[config.mk]
export PLATFORM = sky130hd
export DESIGN_NAME = parking_occupancy_detector_unit
export DESIGN_NICKNAME = d
export VERILOG_FILES = /design/src/sv/pod_pkg.sv /design/src/sv/parking_occupancy_detector_unit.sv
export SDC_FILE = /design/constraint.sdc
export NUM_CORES = 1
export LEC_CHECK = 0
export ABC_CLOCK_PERIOD_IN_PS = 6800
export BUFFER_PORTS_ARGS = -buffer_cell sky130_fd_sc_hd__buf_2
export CORE_UTILIZATION = 57
export CTS_CLUSTER_SIZE = 16
export DETAILED_ROUTE_END_ITERATION = 7
export GPL_TIMING_DRIVEN = 0
export PLACE_DENSITY = 0.75
export SKIP_LAST_GASP = 1
export SLEW_MARGIN = 10
export SYNTH_ARGS = -nofsm -noshare
export SYNTH_HDL_FRONTEND = slang
export SYNTH_SLANG_ARGS = --single-unit
[constraint.sdc]
create_clock -name aclk -period 6.8 [get_ports aclk]
set_input_delay 1.36 -clock aclk [delete_from_list [all_inputs] [get_ports aclk]]
set_output_delay 1.36 -clock aclk [all_outputs]
set_load 0.005 [all_outputs]
[src/sv/pod_pkg.sv]
// ----------------------------------------------------------------------------
// pod_pkg: shared types and constants of the parking occupancy detector
// Payload structs, event codes, register indexes and the fixed-point
// constant used for the echo-to-centimetre conversion.
// ----------------------------------------------------------------------------
`default_nettype none

package pod_pkg;

    localparam int EchoW   = 20;
    localparam int TimeW   = 32;
    localparam int DistW   = 15;
    localparam int SpaceW  = 10;
    localparam int CountW  = 8;
    localparam int CycleW  = 16;
    localparam int CarW    = 16;
    localparam int EventW  = 3;
    localparam int CfgIdxW = 2;
    localparam int CfgDatW = 16;

    // floor(echo * 17150 / 1000000) == (echo * RecipMul) >> RecipShift
    // for every 20-bit echo: 2^35 exceeds 20000 * 2^20, so the rounding
    // error of the reciprocal never crosses an integer boundary.
    localparam int RecipShift = 35;
    localparam int RecipW     = 30;
    localparam logic [RecipW-1:0] RecipMul = 30'd589269514;
    localparam int ProdW      = EchoW + RecipW;

    localparam logic [DistW-1:0] RangeLowCm  = 15'd2;
    localparam logic [DistW-1:0] RangeHighCm = 15'd450;

    localparam logic [SpaceW-1:0] SpaceReset = 10'd16;
    localparam logic [CountW-1:0] MinReset   = 8'd5;
    localparam logic [CycleW-1:0] CycleReset = 16'd1500;

    localparam logic [EventW-1:0] EV_EMPTY      = 3'd0;
    localparam logic [EventW-1:0] EV_QUALIFY    = 3'd1;
    localparam logic [EventW-1:0] EV_PARKED_NOW = 3'd2;
    localparam logic [EventW-1:0] EV_STILL      = 3'd3;
    localparam logic [EventW-1:0] EV_LEFT       = 3'd4;

    localparam logic [CfgIdxW-1:0] REG_SPACE = 2'd0;
    localparam logic [CfgIdxW-1:0] REG_MIN   = 2'd1;
    localparam logic [CfgIdxW-1:0] REG_CYCLE = 2'd2;

    typedef struct packed {
        logic [EchoW-1:0] echo_us;
        logic [TimeW-1:0] now_ms;
    } pod_in_t;

    typedef struct packed {
        logic [DistW-1:0]  distance_cm;
        logic              in_range;
        logic              occupied;
        logic              parked;
        logic [EventW-1:0] event_code;
        logic [CarW-1:0]   car_total;
        logic [TimeW-1:0]  parked_time_ms;
    } pod_out_t;

endpackage

`default_nettype wire

[src/sv/parking_occupancy_detector_unit.sv]
// ----------------------------------------------------------------------------
// parking_occupancy_detector_unit: ultrasonic parking spot occupancy detector
// Converts echo widths to distance and tracks a parked-car state machine.
// ----------------------------------------------------------------------------
`default_nettype none

// Each transfer on the s_ channel carries one echo width in microseconds and
// the current millisecond time; exactly one result transfer on the m_ channel
// follows it, in order. A reading goes through three register stages (input,
// reciprocal product, result) before its result is presented on the m_
// channel, and while m_ready stays high a new reading is taken every cycle. The
// single 20x30 constant multiply that replaces the divide by one million sets
// the second stage; the parked state machine and the parked-time sum set the
// last. Stalls on m_ready hold the pipeline stage by stage, filling bubbles
// first. Configuration writes on the cfg_ channel are always taken; index 3
// is ignored. Change configuration only while no reading is in flight.

module parking_occupancy_detector_unit
    import pod_pkg::*;
(
    input  wire logic               aclk,
    input  wire logic               aresetn,

    input  wire logic               s_valid,
    output logic                    s_ready,
    input  wire pod_in_t            s_data,

    output logic                    m_valid,
    input  wire logic               m_ready,
    output pod_out_t                m_data,

    input  wire logic               cfg_valid,
    output logic                    cfg_ready,
    input  wire logic [CfgIdxW-1:0] cfg_index,
    input  wire logic [CfgDatW-1:0] cfg_data
);

    // configuration
    logic [SpaceW-1:0]        space_reg;
    logic [CountW-1:0]        min_reg;
    logic [CycleW-1:0]        cycle_reg;
    logic [CountW+CycleW-1:0] detect_time_reg;   // min count times cycle length

    // pipeline
    logic              v0_reg, v1_reg, vo_reg;
    pod_in_t           in_reg;
    logic [ProdW-1:0]  prod_reg;
    logic [TimeW-1:0]  now1_reg;
    pod_out_t          out_reg;
    logic              en0, en1, en2;

    // detector state
    logic [CountW-1:0] qual_reg,   qual_next;
    logic              parked_reg, parked_next;
    logic [CarW-1:0]   cars_reg,   cars_next;
    logic [TimeW-1:0]  stamp_reg,  stamp_next;
    pod_out_t          out_next;

    // stage-2 combinational terms
    logic [DistW-1:0]  dist_cm;
    logic              occ;
    logic [CountW-1:0] qual_inc;

    // a stage advances when the one after it is empty or advancing
    assign en2     = !vo_reg || m_ready;
    assign en1     = !v1_reg || en2;
    assign en0     = !v0_reg || en1;
    assign s_ready = en0;

    assign cfg_ready = 1'b1;
    assign m_valid   = vo_reg;
    assign m_data    = out_reg;

    // configuration writes; unknown index drops the write
    always_ff @(posedge aclk) begin
        if (!aresetn) begin
            space_reg       <= SpaceReset;
            min_reg         <= MinReset;
            cycle_reg       <= CycleReset;
            detect_time_reg <= CountW'(MinReset) * CycleReset;
        end else begin
            if (cfg_valid) begin
                case (cfg_index)
                    REG_SPACE: space_reg <= cfg_data[SpaceW-1:0];
                    REG_MIN:   min_reg   <= cfg_data[CountW-1:0];
                    REG_CYCLE: cycle_reg <= cfg_data[CycleW-1:0];
                    default:   ;
                endcase
            end
            // refresh every cycle from the registered minimum count and cycle length
            detect_time_reg <= min_reg * cycle_reg;
        end
    end

    // stage 0: capture the reading
    always_ff @(posedge aclk) begin
        if (!aresetn) begin
            v0_reg <= 1'b0;
        end else if (en0) begin
            v0_reg <= s_valid;
        end
        if (en0 && s_valid) begin
            in_reg <= s_data;
        end
    end

    // stage 1: multiply by the reciprocal of the divisor
    always_ff @(posedge aclk) begin
        if (!aresetn) begin
            v1_reg <= 1'b0;
        end else if (en1) begin
            v1_reg <= v0_reg;
        end
        if (en1 && v0_reg) begin
            prod_reg <= ProdW'(in_reg.echo_us) * ProdW'(RecipMul);
            now1_reg <= in_reg.now_ms;
        end
    end

    // stage 2: classify and advance the parked state machine
    assign dist_cm  = prod_reg[RecipShift +: DistW];
    assign occ      = {1'b0, dist_cm, 1'b0} <= {7'd0, space_reg};
    assign qual_inc = (qual_reg == {CountW{1'b1}}) ? qual_reg : qual_reg + 1'b1;

    always_comb begin
        qual_next   = qual_reg;
        parked_next = parked_reg;
        cars_next   = cars_reg;
        stamp_next  = stamp_reg;

        out_next                = '0;
        out_next.distance_cm    = dist_cm;
        out_next.in_range       = (dist_cm >= RangeLowCm) && (dist_cm <= RangeHighCm);
        out_next.occupied       = occ;

        if (occ && !parked_reg) begin
            if (qual_inc >= min_reg) begin
                qual_next           = '0;
                parked_next         = 1'b1;
                cars_next           = (cars_reg == {CarW{1'b1}}) ? cars_reg
                                                                 : cars_reg + 1'b1;
                stamp_next          = now1_reg;
                out_next.event_code = EV_PARKED_NOW;
            end else begin
                qual_next           = qual_inc;
                out_next.event_code = EV_QUALIFY;
            end
        end else if (occ) begin
            out_next.event_code     = EV_STILL;
            out_next.parked_time_ms = now1_reg - stamp_reg
                                    + TimeW'(detect_time_reg);
        end else if (parked_reg) begin
            // car gone; qualify count is already zero
            parked_next         = 1'b0;
            out_next.event_code = EV_LEFT;
        end else begin
            qual_next           = '0;
            out_next.event_code = EV_EMPTY;
        end

        out_next.parked    = parked_next;
        out_next.car_total = cars_next;
    end

    always_ff @(posedge aclk) begin
        if (!aresetn) begin
            vo_reg     <= 1'b0;
            qual_reg   <= '0;
            parked_reg <= 1'b0;
            cars_reg   <= '0;
            stamp_reg  <= '0;
        end else begin
            if (en2) begin
                vo_reg <= v1_reg;
            end
            // commit state only for a reading that moves into the result slot
            if (en2 && v1_reg) begin
                qual_reg   <= qual_next;
                parked_reg <= parked_next;
                cars_reg   <= cars_next;
                stamp_reg  <= stamp_next;
            end
        end
        if (en2 && v1_reg) begin
            out_reg <= out_next;
        end
    end

endmodule

`default_nettype wire

; Yosys cells after proc, flatten, opt, wreduce, memory -nomap -nowiden
; Index checks and enable logic that the tools add are counted.
; Widths: inputs -> output; s select.
[word_totals]
ff_bits = 320
output_inout_bits = 72
wordCells = 73
[op_classes]
add_sub_neg = 4
n_mul = 2
n_lt_le_gt_ge = 4
eq_ne = 6
mux = 15
n_bitwise = 1
reduce_logical = 19
[ops]
columns = cell, n
row1 = $mul 20x29->49 const B, 1
row2 = $mux 16, 3
row3 = $mux 8, 5
row4 = $add 32x24->32, 1
row5 = $sub 32x32->32, 1
row6 = $mul 8x16->24, 1
row7 = $add 16x1->16 const B, 1
row8 = $eq 16x16->1 const B, 1
row9 = $le 16x10->1, 1
row10 = $ge 15x2->1 const B, 1
row11 = $le 15x9->1 const B, 1
row12 = $mux 3, 3
row13 = $add 8x1->8 const B, 1
row14 = $eq 8x8->1 const B, 1
row15 = $ge 8x8->1, 1
row16 = $reduce_and 2->1, 3
row17 = $reduce_and 3->1, 2
row18 = $logic_and 1x1->1, 5
row19 = $logic_not 1->1, 4
row20 = $ne 2x1->1 const B, 2
row21 = $logic_or 1x1->1, 3
row22 = $mux 1, 3
row23 = $eq 2x1->1 const B, 1
row24 = $eq 2x2->1 const B, 1
row25 = other kinds (4), 4

; Logic depth before layout (Yosys ltp)
[logic_depth]
word_depth = 5
ltp_mapped = 24
ltp_nobuf = 23

; Worst setup path after synthesis
; OpenSTA, ideal clock, no wires.
[synth_path]
path_type = register to register
from = register in_reg[49] (netlist name)
to = register prod_reg[43] (data pin)
arrival_time_ns = 6.179
required_time_ns = 6.665
path_slack_ns = 0.486
stages_incl_launch_ff = 22
path_buffers = 1
path_cell_list = edfxtp_1 inv_1 fa_1 fa_1 inv_1 fa_1 inv_1 fa_1 inv_1 fa_1 fa_1 ha_1 ha_1 clkbuf_1 a21oi_1 nand2_1 a221oi_2 a21oi_1 a21oi_1 o31ai_4 a2111o_1 nand3_1
[synth_via]
elab_chain_len = 1
[synth_lines]
columns = item, line_no
row1 = from (decl), parking_occupancy_detector_unit.sv:46  ; pod_in_t in_reg;
row2 = from (signal assigned), parking_occupancy_detector_unit.sv:103  ; in_reg <= s_data;
row3 = $mul 20x29->49, parking_occupancy_detector_unit.sv:115  ; prod_reg <= ProdW'(in_reg.echo_us) * ProdW'(RecipMul);
row4 = to (signal assigned), parking_occupancy_detector_unit.sv:115
row5 = to (decl), parking_occupancy_detector_unit.sv:47  ; logic [ProdW-1:0] prod_reg;
; Every way passes these cells.
; A chain may end at the register's enable or synchronous reset.

; Final worst setup path
[layout_path]
from = register in_reg[40] (netlist name)
to = register prod_reg[43] (data pin)
; The elaborated chain is that of the path after synthesis.

==> results.json <==
{
  "fin_nets": 3288,
  "use_met3": 0.0287,
  "yosysUniqueCellTypes": 78,
  "yosys-top-cells-area": "fa_1 21%, edfxtp_1 21%, ha_1 17%",
  "core_area_um2": 42100,
  "yosysSeqAreaShare": 0.303,
  "clk_pin_slew_ns": 0.07,
  "netlist_top_cells_count": "472 x inv_1, 329 x ha_1, 254 x fa_1",
  "hold_path.class": "flop to flop",
  "io_pins": 147,
  "synth_area_leader_cell": "fa_1",
  "avgSynthCellArea_um2": 10.1,
  "fin_crit_ns": 6.59,
  "yosysMostFrequentCell": "inv_1",
  "htreeDepth": 1,
  "powerDensity_nw_per_um2": 499,
  "peakVddDrop_uv": 490,
  "p_seq_frac": 0.163,
  "synth_ff_type": "edfxtp_1",
  "grt_max_degree": 38,
  "worst_pin_slew_ns": 0.865,
  "synth_area_um2": 24400,
  "cts_tree": "done",
  "synth_warnings": 0,
  "syn-instance-count": 2422,
  "clk_path_buf_depth": 3,
  "p_int_uw": 7230,
  "clockPowerShare": 0.126,
  "initial_core_util": 0.580,
  "rows": 75,
  "dp_hpwl_um": 44200,
  "postRouteAntennaNets": 0,
  "multiInputGateArea_um2": 15100,
  "gp_congestion": 0.920,
  "clock_skew_ns": 0.0213,
  "synth_nets": 3080,
  "busiest_layer": "met2",
  "ys_ff_latch": 286,
  "drive_gt1_frac": 0.102,
  "comb_power_share": 0.711,
  "synthArstFlopShare": 0,
  "fin_tns_setup_ns": 0,
  "finalHoldViolCount": 0,
  "vias": 17500,
  "p_sw_frac": 0.468,
  "cts_sinks": 286,
  "grt_pass1_wl_um": 90300,
  "clock-root-buffer": "clkbuf_16",
  "first_pass_iters": 5,
  "use_met2": 0.480,
  "numCtsBuffers": 31,
  "drt-wirelength-per-cell_um": 17.3,
  "grt_pass1_vias": 18100,
  "regArea_um2": 7410,
  "outcome": "complete, no violations",
  "clkLatencyLatePin_ns": 0.60,
  "end_kind": "flop",
  "crit_type": "flop to flop",
  "die_x_um": 209,
  "drv_slew": 0,
  "post_drt_via_cell_ratio": 5.48,
  "p_leak_uw": 0.0129,
  "worst_slack_ns": 0.215,
  "die_area_um2": 43700,
  "port-buffer-count": 145,
  "first_iter_violations": 1030,
  "dp_slack_ns": -0.230,
  "maxCapViolCount": 0,
  "synth-edff-count": 168,
  "antenna_found_initial": 0,
  "ctsHoldBuffers": 0,
  "globalRouteMet1Util": 0.311,
  "grt_usage": 0.260,
  "final_util": 0.646,
  "crit_arrival_ns": 7.04,
  "largest_reg_flops": 69,
  "max_freq_ghz": 0.152,
  "crit_fanout": 6,
  "rsz0062_at_grt": "yes",
  "whs_ns": 0.414,
  "routed_wl_um": 55400,
  "nFillCells": 3319,
  "worst_ep_required_time_ns": 7.26,
  "cp-start-kind": "flop",
  "synth_top_area_share": 0.208,
  "finalSetupViolCount": 0,
  "area_growth_pct": 11.5,
  "period_share": 0.968,
  "max_slew_margin": 0.423,
  "power.switching_uw": 6350,
  "die_height_um": 209,
  "grt_overflow": 0,
  "drc": 0
}
[area by class of cell]
| class | count | share of cell area |
|---|---|---|
| multi-input combinational | 1604 | 0.553 |
| sequential | 286 | 0.272 |
| inverter | 472 | 0.0651 |
| timing repair buffer | 176 | 0.0378 |
| clock buffer | 43 | 0.0317 |
| tap | 539 | 0.0248 |
| buffer | 59 | 0.00915 |
| clock inverter | 15 | 0.00630 |
| antenna | 3 | 0.000276 |
[power by group through the flow]
stage                     logic (uW)  clock network [uW]  registers, uW
after floorplan                 7240                   0           2220
after global placement          9110                   0           2270
after detailed placement        9270                   0           2260
after CTS                       9410                1740           2220
after global routing           10900                1800           2220
final                           9660                1710           2210
[per-stage QoR]
| stage | power (uW) | instances | cell area (um^2) |
|---|---|---|---|
| global placement | 11400 | 3106 | 25800 |
| detailed placement | 11500 | 3111 | 26000 |
| floorplan | 9470 | 2422 | 24400 |
| CTS | 13400 | 3175 | 27000 |
| global route | 15000 | 3194 | 27200 |
| finish | 13600 | 3197 | 27200 |
[placed cells by master (no fill, tap or decap), types with 5 or more instances in the layout]
cell type / count
inv_1: 472
ha_1: 329
fa_1: 252
nand2_1: 225
edfxtp_1: 168
buf_2: 152
a21oi_1: 133
dfxtp_1: 118
nor2_1: 109
and2_1: 68
o21ai_0: 54
clkbuf_1: 54
nand3_1: 53
xor2_1: 34
a21o_1: 33
clkbuf_16: 32
nor3_1: 31
xnor2_1: 31
buf_4: 27
nand2b_1: 23
and3_1: 19
o21a_1: 15
nor2b_1: 15
mux2i_1: 13
o21bai_1: 12
a211oi_1: 11
or3_1: 10
nand4_1: 9
a31oi_1: 9
or2_2: 7
o31ai_1: 6
a22o_1: 6
nor4_1: 5
or4_1: 5
nor3b_1: 5
[worst max-delay path, cell delays in order (launching register included)]
cell and delay [ns]:
edfxtp_1 0.46, fa_2 0.65, inv_1 0.07, fa_1 0.50, inv_1 0.04, ha_1 0.26
inv_1 0.05, fa_1 0.48, inv_1 0.06, fa_1 0.50, fa_1 0.54, inv_1 0.05
fa_1 0.49, inv_1 0.04, ha_1 0.32, o21a_1 0.20, a221oi_1 0.27, o21ai_0 0.10
o21ba_2 0.33, and4b_1 0.22, buf_2 0.20, o31ai_4 0.11, a2111o_1 0.42, nand3_1 0.07
[routing by layer]
layer,vias up,share of wire
li1,8376,-
met1,8573,0.41
met2,437,0.51
met3,121,0.041
met4,0,0.038
met5,-,0
[logic make-up (layout without fill, tap and decap cells)]
family | Yosys count | in the layout | synth area share
AOI/OAI and AO/OA | 332 | 332 | 0.0863
muxes | 16 | 16 | 0.00671
DFF | 286 | 286 | 0.303
xor gates and xnor gates | 65 | 65 | 0.0233
other | 1 | 4 | 0.000154
and+or+nand+nor | 607 | 607 | 0.121
buffers and inverters | 532 | 765 | 0.0829
adders and majority gates | 583 | 583 | 0.377
[final timing paths]
check	depth (start not counted)	slack, ns	startpoint	endpoint
worst max-delay path	23	0.21	in_reg[40]	prod_reg[43]
worst min-delay path	0	0.41	in_reg[26]	now1_reg[26]
worst max register to register	23	0.21	in_reg[40]	prod_reg[43]
worst min register to register	0	0.41	in_reg[26]	now1_reg[26]
[what timing repair did]
item	4_1_cts	5_1_grt
pin swaps	0	2
setup buffers	6	20
setup endpoints to repair	9	11
gates resized for setup	1	7
Power figures use the tool's default switching activity.
